===== config.mk =====
export PLATFORM = sky130hd
export DESIGN_NAME = cpdc_sqrt
export DESIGN_NICKNAME = d
export VERILOG_FILES = /design/src/cpdc_pkg.sv /design/src/cpdc_sqrt.sv
export SDC_FILE = /design/constraint.sdc
export NUM_CORES = 2
export LEC_CHECK = 0
export CAP_MARGIN = 20
export CORE_UTILIZATION = 34
export DETAILED_ROUTE_END_ITERATION = 10
export DONT_BUFFER_PORTS = 1
export GPL_TIMING_DRIVEN = 0
export PLACE_DENSITY_LB_ADDON = 0.1
export SYNTH_ARGS = -nofsm -noshare
export SYNTH_HDL_FRONTEND = slang
export SYNTH_MEMORY_MAX_BITS = 65536
export SYNTH_SLANG_ARGS = --single-unit

===== constraint.sdc =====
create_clock -name clk -period 8.7 [get_ports clk]
set_input_delay 2.61 -clock clk [delete_from_list [all_inputs] [get_ports clk]]
set_output_delay 2.61 -clock clk [all_outputs]
set_load 0.005 [all_outputs]

===== src/cpdc_pkg.sv =====
// shared types, widths and register codes for the cylinder distance block
package cpdc_pkg;

  localparam int FRAC_BITS      = 16;
  localparam int COORD_WIDTH    = 32;
  localparam int AXIS_WIDTH     = 18;
  localparam int LEN_WIDTH      = 31;
  localparam int DIST_WIDTH     = 32;
  localparam int REG_ADDR_WIDTH = 5;
  localparam int REG_DATA_WIDTH = 32;

  // datapath widths that follow from the field widths
  localparam int V_W     = COORD_WIDTH + 1;           // point minus base
  localparam int P_W     = V_W + AXIS_WIDTH;          // one axial product
  localparam int D1_W    = P_W + 2 - FRAC_BITS;       // axial distance
  localparam int Q_W     = D1_W + AXIS_WIDTH;         // projection product
  localparam int R_W     = Q_W - FRAC_BITS + 1;       // radial component
  localparam int RH_W    = R_W / 2;                   // half of a radial magnitude
  localparam int SQ1_W   = 2 * R_W;                   // one radial square
  localparam int RSQ_W   = SQ1_W + 2;                 // sum of radial squares
  localparam int PD_W    = D1_W + 1;                  // cap distances
  localparam int SQ_WIDTH = 2 * DIST_WIDTH;           // square root radicand
  localparam int CYL_W   = DIST_WIDTH + 2;            // radial excess

  typedef enum logic [2:0] {
    REG_BASE_X     = 3'd0,
    REG_BASE_Y     = 3'd1,
    REG_BASE_Z     = 3'd2,
    REG_AXIS_X     = 3'd3,
    REG_AXIS_Y     = 3'd4,
    REG_AXIS_Z     = 3'd5,
    REG_CYL_RADIUS = 3'd6,
    REG_CYL_HEIGHT = 3'd7
  } reg_idx_t;

  typedef struct packed {
    logic signed [COORD_WIDTH-1:0] base_x;
    logic signed [COORD_WIDTH-1:0] base_y;
    logic signed [COORD_WIDTH-1:0] base_z;
    logic signed [AXIS_WIDTH-1:0]  axis_x;
    logic signed [AXIS_WIDTH-1:0]  axis_y;
    logic signed [AXIS_WIDTH-1:0]  axis_z;
    logic [LEN_WIDTH-1:0]          cyl_radius;
    logic [LEN_WIDTH-1:0]          cyl_height;
  } cfg_t;

  typedef struct packed {
    logic signed [COORD_WIDTH-1:0] point_x;
    logic signed [COORD_WIDTH-1:0] point_y;
    logic signed [COORD_WIDTH-1:0] point_z;
    logic [LEN_WIDTH-1:0]          half_thick;
  } in_item_t;

  typedef struct packed {
    logic signed [DIST_WIDTH-1:0] signed_dist;
    logic                         is_inside;
    logic                         is_outside;
    logic                         is_boundary;
  } out_item_t;

  // status carried alongside the radial square root
  typedef struct packed {
    logic signed [PD_W-1:0] pd;
    logic                   inner;
    logic                   outside;
  } front_side_t;

  // status carried alongside the rim square root
  typedef struct packed {
    logic                         rim;
    logic signed [DIST_WIDTH-1:0] mx;
    logic                         inner;
    logic                         outside;
  } rim_side_t;

endpackage


===== src/cpdc_sqrt.sv =====
// pipelined integer square root, one root bit per stage
module cpdc_sqrt import cpdc_pkg::*; #(
  parameter int W    = SQ_WIDTH,
  parameter int SIDE = 1
) (
  input  logic             clk,
  input  logic             rst,
  input  logic             in_valid,
  input  logic [W-1:0]     radicand,
  input  logic [SIDE-1:0]  side_in,
  output logic             out_valid,
  output logic [W/2-1:0]   root,
  output logic [SIDE-1:0]  side_out
);

  localparam int H = W / 2;

  logic [H:1]      vld;
  logic [W-1:0]    rad [1:H];
  logic [H+1:0]    rem [1:H];
  logic [H-1:0]    rt  [1:H];
  logic [SIDE-1:0] sd  [1:H];

  // valid bits
  always_ff @(posedge clk) begin
    if (rst) begin
      vld <= '0;
    end else begin
      vld <= {vld[H-1:1], in_valid};
    end
  end

  for (genvar k = 0; k < H; k++) begin : g_stage
    logic [W-1:0]    rad_i;
    logic [H+1:0]    rem_i;
    logic [H-1:0]    rt_i;
    logic [SIDE-1:0] sd_i;
    logic [H+3:0]    cur;
    logic [H+3:0]    trial;
    logic            take;

    if (k == 0) begin : g_first
      assign rad_i = radicand;
      assign rem_i = '0;
      assign rt_i  = '0;
      assign sd_i  = side_in;
    end else begin : g_next
      assign rad_i = rad[k];
      assign rem_i = rem[k];
      assign rt_i  = rt[k];
      assign sd_i  = sd[k];
    end

    // trial subtract of the next radicand bit pair
    assign cur   = {rem_i, rad_i[W-1:W-2]};
    assign trial = {2'b00, rt_i, 2'b01};
    assign take  = cur >= trial;

    always_ff @(posedge clk) begin
      rad[k+1] <= {rad_i[W-3:0], 2'b00};
      rem[k+1] <= take ? (H+2)'(cur - trial) : cur[H+1:0];
      rt[k+1]  <= {rt_i[H-2:0], take};
      sd[k+1]  <= sd_i;
    end
  end

  assign out_valid = vld[H];
  assign root      = rt[H];
  assign side_out  = sd[H];

endmodule


==> impl_metrics.ini <==
[global_routing]
grt_pass1_wl_um = 342000
grtUsageTotal_pct = 15.5
grt_pass1_vias = 61893
overflow = 0
grt_max_degree = 16
grt_antenna_before_repair = 7

[clocking]
cts_root_buf = clkbuf_16
clkSinkCount = 2587
cts_setup_buffers = 0
cts_hold_buf = 0
cts_resized = 0
numCtsBuffers = 290
worstSkewPairLatency_ns = 0.88
clkTransAtPathRegs_ns = 0.06
cts_tree = done
cts_max_level = 5
cts_buffer_depth = 4

[sta]
worst_pin_slew_ns = 1.06
worst_slack_ns = 3.54
period_needed_ns = 5.16
hold_ws_ns = 0.309
final_max_slew_viol_count = 0
rsz0062_at_grt = no
fin_worst_skew_ns = 0.0317
hold_viol = 0
relSlewSlack_pct = 29.0
setup_viol = 0
fmax_ghz = 0.194
setup-tns-final_ns = 0
finalCritPeriodShare_pct = 59.3

[layout]
final_cell_area_um2 = 107000
final_nets = 9957
syn_to_final_growth_pct = 15.6
drive_gt1_share_pct = 6.53

[synth]
yosysSeqAreaShare_pct = 55.8
ys_ff_latch = 2587
syn-instance-count = 9030
ys_async_sr_fraction_pct = 0
syn_nets = 9660
yosysWarnings = 0
synthFlopType = dfxtp_1
synth_area_leaders = dfxtp_1, ha_1, xnor2_1
synth.top_cell.area_share_pct = 55.8
synth_cell_types = 93
synth_edf_count = 0
syn_area_um2 = 92800
synthTopCellsByCount = dfxtp_1, inv_1, nand2_1
yosysMostFrequentCell = dfxtp_1
yosys.area.top_type = dfxtp_1
syn_area_per_cell_um2 = 10.3

[critical_path]
cp.arrival_ns = 5.73
cp_max_fo = 10
worst-r2r-cell-count = 12
end_kind = flip-flop
required_ns = 9.27
worst_path_largest_cell_delay_ns = 0.68
cp_slowest_cell = clkbuf_1
cp_cell_sequence = inv_1 -> ha_1 -> o211ai_1 -> a21oi_1 -> o41ai_1 -> a21oi_1 -> o22ai_1 -> a221oi_1 -> o22ai_1 -> clkbuf_1 -> clkbuf_1 -> o21ai_0
cp-start-kind = flip-flop
path_class = reg2reg

[detailed_routing]
drt_iter0_markers = 3111
avgViaCountPerCell = 4.70
wl_um = 217000
firstDrtPassIters = 6
wl_per_cell_um = 16.5
drtAntennaViolNets = 0
num_vias = 61727
drcViolationCount = 0

[power]
p_leak_nw = 49.5
powerDensity_nw_per_um2 = 302
ir_worst_vdd_uv = 192

[placement]
dpl-instance-area_um2 = 97300
pre_cts_ws_ns = 3.38
gp_congestion = 0.845
hpwl_um = 167000
numPortBuffers = 0

[flow_run]
max_cap_viol_count = 0

[floorplanning]
core-area_um2 = 271000
die_w_um = 524
dieHeight_um = 524
rows = 191
start_util_pct = 34.2
num_io_pins = 102
dieArea_um2 = 275000

[min_path]
min_path_type = reg2reg
hold-path-cell-count = 0

[outcome]
status = finished clean
==> state kept, by name, indices dropped and copies added (netlist names) <==
register,flops
vld,32
sd,32
rem,1003
rt,528
rad,992
==> worst paths after layout <==
check | endpoint | start | slack, ns
setup / recovery | rem[0][953] | rt[0][866] | 3.54
hold / removal | rad[0][1669] | rad[0][1605] | 0.31
hold reg to reg | rad[0][1669] | rad[0][1605] | 0.31
setup reg to reg | rem[0][953] | rt[0][866] | 3.54
==> placed cells by master (no fill, tap or decap), types with 99 or more instances in the layout <==
master,count
a21o_1,225
a21oi_1,555
clkbuf_1,205
clkbuf_16,295
dfxtp_1,2587
ha_1,562
inv_1,701
nand2_1,612
nand2b_1,127
nand3_1,150
nor2_1,540
nor2b_1,99
nor3_1,209
nor4_1,108
o21ai_0,437
xnor2_1,450
xor2_1,402
==> layer usage <==
metal  vias to the layer above  part of all wire, %  global-route usage (%)  wire, um
met1                     28818                   45                    19.3     98100
met5                         -                0.011                       0        23
met3                       411                  3.7                    2.31      8050
met2                      1067                   48                    26.9    103000
met4                         4                  3.3                    5.58      7060
li1                      31427                    -                       -         -
==> cell families (layout without fill, tap and decap cells) <==
family | Yosys count | in the layout | synth area share (%)
other | 1 | 9 | 0.00404
and+or+nand+nor | 2316 | 2316 | 12.3
adders and majority gates | 562 | 562 | 7.58
AOI/OAI and AO/OA | 1766 | 1766 | 11.9
buffers and inverters | 872 | 1397 | 3.54
muxes | 74 | 74 | 0.882
DFF | 2587 | 2587 | 55.8
xor gates and xnor gates | 852 | 852 | 8.04
==> worst max-delay path: cells and delay by family, from the launching register on <==
family,cells,cell delay (ns)
AOI/OAI and AO/OA,8,2.62
buffers and inverters,3,1.25
DFF,1,0.61
adders and majority gates,1,0.36
==> metrics by stage <==
stage	instances	power [mW]	utilization, %
floorplan	9030	18.4	-
global placement	12600	20.2	35.9
detailed placement	12605	20.2	35.9
CTS	13125	32.9	39.6
global route	13129	34.2	39.6
finish	13133	32.4	39.6
==> layout make-up <==
cell class	instances	area, um^2
Sequential cell	2587	51800
Inverter	705	2650
Fill cell	26543	164000
Timing Repair Buffer	5	28.8
Clock buffer	395	8250
Antenna cell	8	20.0
Multi-Input combinational cell	5571	37700
Buffer	167	642
Clock inverter	125	1680
Tap cell	3570	4470
==> power breakdown <==
part           leakage [nW]  internal [mW]  switching [mW]
Combinational          23.0           2.04            2.62
Clock                  4.86           7.57            4.91
Sequential             21.6           13.7            1.48
No activity file was read; power rests on OpenSTA's default activity.
