`config.mk`:
```
export PLATFORM = sky130hd
export DESIGN_NAME = cpdc_rim
export DESIGN_NICKNAME = d
export VERILOG_FILES = /design/src/cpdc_pkg.sv /design/src/cpdc_rim.sv
export SDC_FILE = /design/constraint.sdc
export NUM_CORES = 2
export LEC_CHECK = 0
export ABC_AREA = 0
export BUFFER_PORTS_ARGS = -buffer_cell sky130_fd_sc_hd__buf_4
export CAP_MARGIN = 20
export CORE_ASPECT_RATIO = 1.2
export CORE_MARGIN = 1.5
export CORE_UTILIZATION = 60
export DETAILED_ROUTE_END_ITERATION = 8
export GPL_TIMING_DRIVEN = 0
export PLACE_DENSITY = 0.87
export SYNTH_ARGS = -nofsm -noshare
export SYNTH_HDL_FRONTEND = slang
export SYNTH_SLANG_ARGS = --single-unit
```
`constraint.sdc`:
```
create_clock -name clk -period 12.8 [get_ports clk]
set_input_delay 3.84 -clock clk [delete_from_list [all_inputs] [get_ports clk]]
set_output_delay 3.84 -clock clk [all_outputs]
set_load 0.005 [all_outputs]
```
`src/cpdc_pkg.sv`:
```
// shared types, widths and register codes for the cylinder distance block
package cpdc_pkg;

  localparam int FRAC_BITS      = 16;
  localparam int COORD_WIDTH    = 32;
  localparam int AXIS_WIDTH     = 18;
  localparam int LEN_WIDTH      = 31;
  localparam int DIST_WIDTH     = 32;
  localparam int REG_ADDR_WIDTH = 5;
  localparam int REG_DATA_WIDTH = 32;

  // datapath widths that follow from the field widths
  localparam int V_W     = COORD_WIDTH + 1;           // point minus base
  localparam int P_W     = V_W + AXIS_WIDTH;          // one axial product
  localparam int D1_W    = P_W + 2 - FRAC_BITS;       // axial distance
  localparam int Q_W     = D1_W + AXIS_WIDTH;         // projection product
  localparam int R_W     = Q_W - FRAC_BITS + 1;       // radial component
  localparam int RH_W    = R_W / 2;                   // half of a radial magnitude
  localparam int SQ1_W   = 2 * R_W;                   // one radial square
  localparam int RSQ_W   = SQ1_W + 2;                 // sum of radial squares
  localparam int PD_W    = D1_W + 1;                  // cap distances
  localparam int SQ_WIDTH = 2 * DIST_WIDTH;           // square root radicand
  localparam int CYL_W   = DIST_WIDTH + 2;            // radial excess

  typedef enum logic [2:0] {
    REG_BASE_X     = 3'd0,
    REG_BASE_Y     = 3'd1,
    REG_BASE_Z     = 3'd2,
    REG_AXIS_X     = 3'd3,
    REG_AXIS_Y     = 3'd4,
    REG_AXIS_Z     = 3'd5,
    REG_CYL_RADIUS = 3'd6,
    REG_CYL_HEIGHT = 3'd7
  } reg_idx_t;

  typedef struct packed {
    logic signed [COORD_WIDTH-1:0] base_x;
    logic signed [COORD_WIDTH-1:0] base_y;
    logic signed [COORD_WIDTH-1:0] base_z;
    logic signed [AXIS_WIDTH-1:0]  axis_x;
    logic signed [AXIS_WIDTH-1:0]  axis_y;
    logic signed [AXIS_WIDTH-1:0]  axis_z;
    logic [LEN_WIDTH-1:0]          cyl_radius;
    logic [LEN_WIDTH-1:0]          cyl_height;
  } cfg_t;

  typedef struct packed {
    logic signed [COORD_WIDTH-1:0] point_x;
    logic signed [COORD_WIDTH-1:0] point_y;
    logic signed [COORD_WIDTH-1:0] point_z;
    logic [LEN_WIDTH-1:0]          half_thick;
  } in_item_t;

  typedef struct packed {
    logic signed [DIST_WIDTH-1:0] signed_dist;
    logic                         is_inside;
    logic                         is_outside;
    logic                         is_boundary;
  } out_item_t;

  // status carried alongside the radial square root
  typedef struct packed {
    logic signed [PD_W-1:0] pd;
    logic                   inner;
    logic                   outside;
  } front_side_t;

  // status carried alongside the rim square root
  typedef struct packed {
    logic                         rim;
    logic signed [DIST_WIDTH-1:0] mx;
    logic                         inner;
    logic                         outside;
  } rim_side_t;

endpackage

```
`src/cpdc_rim.sv`:
```
// radial excess, rim selection and rim radicand
module cpdc_rim import cpdc_pkg::*; (
  input  logic                  clk,
  input  logic                  rst,
  input  logic                  in_valid,
  input  logic [DIST_WIDTH-1:0] root,
  input  logic                  ovf,
  input  front_side_t           side_in,
  input  logic [LEN_WIDTH-1:0]  cyl_radius,
  output logic                  out_valid,
  output logic [SQ_WIDTH-1:0]   radicand,
  output rim_side_t             side_out
);

  localparam logic signed [CYL_W-1:0] CYL_LIM = CYL_W'(64'd1 << (DIST_WIDTH-1));
  localparam logic signed [PD_W-1:0]  PD_LIM  = PD_W'(64'd1 << (DIST_WIDTH-1));
  localparam logic signed [PD_W-1:0]  DMAX    = PD_W'((64'd1 << (DIST_WIDTH-1)) - 64'd1);

  logic [3:1] vld;

  logic signed [CYL_W-1:0] cylw;
  logic signed [CYL_W-1:0] cyla;
  logic signed [PD_W-1:0]  pda;
  logic                    ina, outa, inb, outb;
  logic signed [PD_W-1:0]  cylx, mxw;
  logic                    rimb;
  logic signed [DIST_WIDTH-1:0] mxb;
  logic [SQ_WIDTH-1:0]     csqb, psqb;

  assign cylw = $signed({2'b00, root}) - $signed({3'b000, cyl_radius});
  assign cylx = $signed({{(PD_W-CYL_W){cyla[CYL_W-1]}}, cyla});
  assign mxw  = (cylx > pda) ? cylx : pda;

  // valid bits
  always_ff @(posedge clk) begin
    if (rst) begin
      vld <= '0;
    end else begin
      vld <= {vld[2:1], in_valid};
    end
  end

  // stage a: excesses clamped where the distance saturates anyway
  always_ff @(posedge clk) begin
    cyla <= (ovf || (cylw > CYL_LIM)) ? CYL_LIM : cylw;
    pda  <= (side_in.pd > PD_LIM) ? PD_LIM : side_in.pd;
    ina  <= side_in.inner;
    outa <= side_in.outside;
  end

  // stage b: squares for the rim, larger excess elsewhere
  always_ff @(posedge clk) begin
    rimb <= (cyla > 0) && (pda > 0);
    csqb <= SQ_WIDTH'(cyla[DIST_WIDTH-1:0]) * SQ_WIDTH'(cyla[DIST_WIDTH-1:0]);
    psqb <= SQ_WIDTH'(pda[DIST_WIDTH-1:0]) * SQ_WIDTH'(pda[DIST_WIDTH-1:0]);
    mxb  <= (mxw > DMAX) ? DMAX[DIST_WIDTH-1:0] : mxw[DIST_WIDTH-1:0];
    inb  <= ina;
    outb <= outa;
  end

  // stage c: rim radicand
  always_ff @(posedge clk) begin
    radicand         <= csqb + psqb;
    side_out.rim     <= rimb;
    side_out.mx      <= mxb;
    side_out.inner   <= inb;
    side_out.outside <= outb;
  end

  assign out_valid = vld[3];

endmodule

```
==> flow_metrics.env <==
export IMPL_yosysTopAreaCellShare_pct=44.6
export IMPL_yosysUniqueCellTypes=74
export IMPL_crit_top_cell="fa_1"
export IMPL_slowest_stage="clkbuf_1"
export IMPL_min_period_ps=11500
export IMPL_finClkSkew_ps=55.7
export IMPL_die_area_um2=121000
export IMPL_ctsHtreeMaxLevel=2
export IMPL_ios=207
export IMPL_critPathCaptureType="flop"
export IMPL_clock_fmax_ghz=0.0870
export IMPL_drv_cap=0
export IMPL_hold_path_class="flop to flop"
export IMPL_status="finished, final reports clean"
export IMPL_worstMarginPinSlew_ps=1350
export IMPL_route_final_wire_length_um=249000
export IMPL_die_x_um=317
export IMPL_clk_latency_ps=640
export IMPL_grt_pass1_vias=60600
export IMPL_nNetsFinal=10300
export IMPL_fin_area_um2=76500
export IMPL_setup_worst_path_start_class="flop"
export IMPL_firstDrtPassIters=8
export IMPL_ctsHoldBuffers=0
export IMPL_clk_pin_slew_ps=60
export IMPL_yosysTopAreaCell="fa_1"
export IMPL_synth_area_leaders="fa_1 45%, ha_1 13%, inv_1 11%"
export IMPL_cpLargestDelayFamily="adder cells"
export IMPL_gp_congestion=1.05
export IMPL_vias_per_cell=5.93
export IMPL_mappedNetlistArea_um2=71200
export IMPL_required_ps=13320
export IMPL_synthArstFlopShare_pct=0
export IMPL_path_buf_inv=8
export IMPL_period_share_pct=89.8
export IMPL_cts_buffers=38
export IMPL_hold_end="side_out[12]$_DFF_P_"
export IMPL_rr_worst_depth=29
export IMPL_initial_utilization_pct=60.5
export IMPL_fillers=9550
export IMPL_cts_sinks=336
export IMPL_yosys_warnings=0
export IMPL_ant_nets=0
export IMPL_cts_tree="done"
export IMPL_setup_viol=0
export IMPL_ys_ff_latch=336
export IMPL_groute_usage_overall_pct=42.2
export IMPL_p_total_w=0.0177
export IMPL_netlist_instances=7603
export IMPL_r2r_start="pda[3]$_SDFF_PN0_"
export IMPL_tns_ps=0
export IMPL_root_buffer="clkbuf_16"
export IMPL_postCtsResizedCells=0
export IMPL_synth_compound_area_share_pct=6.87
export IMPL_dp_hpwl_um=206000
export IMPL_clock_path_buffers=3
export IMPL_hold_viol_final=0
export IMPL_synthFlopType="dfxtp_1"
export IMPL_avgSynthCellArea_um2=9.36
export IMPL_crit_arrival_ps=12020
export IMPL_synth_seq_area_share_pct=9.45
export IMPL_p_leak_nw=41.6
export IMPL_fin_util_pct=65.0
export IMPL_worst_r2r_endpoint="psqb[48]$_DFF_P_"
export IMPL_worstSetupPathType="flop to flop"
export IMPL_drc=0
export IMPL_grt_max_degree=16
export IMPL_syn_nets=10000
export IMPL_grt_pass1_wl_um=371000
export IMPL_drive_gt1_share_pct=4.54
export IMPL_synth_simple_area_share_pct=10.3
export IMPL_antenna_found_initial=19
export IMPL_maxSlewViolCount=0
export IMPL_die_y_um=380
export IMPL_portBuffers=206
export IMPL_grt_overflow=0
export IMPL_syn_to_final_growth_pct=7.51
export IMPL_hp_start="mxb[10]$_SDFF_PN1_"
export IMPL_rsz0062_at_grt="false"
export IMPL_post_cts_buffers=0
export IMPL_fp_row_count=138
export IMPL_vias=56100
export IMPL_reg2reg_slack_ps=1300
export IMPL_path_max_fanout=10
export IMPL_power_density_nw_per_um2=231
export IMPL_ir_worst_vdd_uv=285
export IMPL_synth_edf_count=0
export IMPL_whs_path_depth=0
export IMPL_synth_top_family_by_area="adder cells"
export IMPL_synth_xor_area_share_pct=3.49
export IMPL_wire_per_inst_um=26.3
export IMPL_synthAdderAreaFrac_pct=57.3
export IMPL_synth_mux_area_share_pct=0.341
export IMPL_drt_iter0_drc=5491
export IMPL_placed_area_um2=74900
export IMPL_coreArea_um2=118000
export IMPL_cp_slowest_stage_delay_ps=940
export IMPL_slew_headroom_pct=9.84
area by class of cell:
class	instances	area, µm²	share of cell area [%]
plain buffers	282	1060	1.39
multi-input cells	4953	55800	72.9
flip-flops and latches	336	6730	8.79
repair buffers	234	1980	2.58
inverters	2032	7630	9.97
clock inverters	22	365	0.477
well taps	1540	1930	2.52
diodes	17	42.5	0.0556
clock buffers	47	1030	1.35
metal layers:
metal | GRT usage [%] | share of wire (%) | routed length (µm) | vias up
met4 | 30.7 | 9.1 | 22700 | 20
met3 | 13.5 | 12 | 30800 | 1222
met5 | 0 | 0.051 | 127 | -
met2 | 64.3 | 44 | 109000 | 3656
met1 | 50.6 | 35 | 86600 | 27900
li1 | - | - | - | 23300
per-stage QoR:
step / worst slack (ps) / hold slack [ps] / std cells
2_1_floorplan: 4840 / 310 / 7603
3_3_place_gp: 1750 / 313 / 9349
3_5_place_dp: 1680 / 312 / 9365
4_1_cts: 1630 / 326 / 9434
5_1_grt: 1100 / 330 / 9448
6_report: 1300 / 326 / 9463
synth_stat cells (7+ instances only):
library cell and n:
a2111oi_0 7, a211oi_1 23, a31oi_1 38, inv_1 2021, nor4_1 29, mux2i_1 22
nor3_1 28, ha_1 727, dfxtp_1 336, a211o_1 9, nand3_1 58, and3_1 24
nand4_1 43, o21ai_1 7, buf_1 30, a31o_2 24, nand2_1 616, a21o_1 147
xnor2_1 163, a41oi_1 8, xor2_1 121, nor2b_1 69, or2_2 14, o211ai_1 28
a21oi_1 218, nand2b_1 20, o21a_1 25, o21ai_0 100, and2_1 248, clkinv_1 8
o21bai_1 36, clkbuf_1 247, nor2_1 417, fa_1 1585
power breakdown:
part           switching (W)  leakage, nW  internal [W]
clock               0.000526        0.663      0.000712
sequential          0.000276         2.82       0.00158
combinational        0.00913         38.1       0.00544
total                0.00994         41.6       0.00774
cells in the final DEF, fill, tap and decap left out, drive strengths merged, types with 25 or more instances in the layout:
| cell | n |
|---|---|
| o21bai | 36 |
| dfxtp | 336 |
| a21o | 147 |
| nor4 | 29 |
| inv | 2026 |
| nor3 | 28 |
| nand2 | 616 |
| xnor2 | 163 |
| nor2 | 417 |
| a211oi | 26 |
| fa | 1585 |
| and2 | 248 |
| o211ai | 28 |
| xor2 | 121 |
| ha | 727 |
| buf | 268 |
| o21a | 25 |
| nand4 | 43 |
| a21oi | 219 |
| nor2b | 69 |
| clkbuf | 294 |
| nand3 | 58 |
| o21ai | 109 |
| a31oi | 38 |
registers in the layout, summed over array words and instances, names as in the netlist:
name,flops
radicand,64
csqb,63
psqb,63
pda,38
side_out,35
cyla,33
mxb,32
vld,3
ina,1
inb,1
outa,1
outb,1
rimb,1
worst max path at each step:
stage | start | endpoint | slack [ps] | depth (start not counted)
floorplan | pda[4]$_SDFF_PN0_ | psqb[48]$_DFF_P_ | 4840 | 28
global placement | pda[3]$_SDFF_PN0_ | psqb[48]$_DFF_P_ | 1750 | 29
detailed placement | pda[4]$_SDFF_PN0_ | psqb[48]$_DFF_P_ | 1680 | 28
CTS | pda[4]$_SDFF_PN0_ | psqb[48]$_DFF_P_ | 1630 | 28
global route | pda[4]$_SDFF_PN0_ | psqb[48]$_DFF_P_ | 1100 | 28
finish | pda[3]$_SDFF_PN0_ | psqb[48]$_DFF_P_ | 1300 | 29
cell families (layout without fill, tap and decap cells):
kind of cell	Yosys count	count (layout)
AO/OA/AOI/OAI	739	739
XOR/XNOR	284	284
adder cells (fa/ha/maj)	2312	2312
buffers and inverters	2314	2617
flip-flops	336	336
multiplexers	24	24
other	0	17
AND/OR/NAND/NOR	1594	1594
No activity file was read; power rests on OpenSTA's default activity.
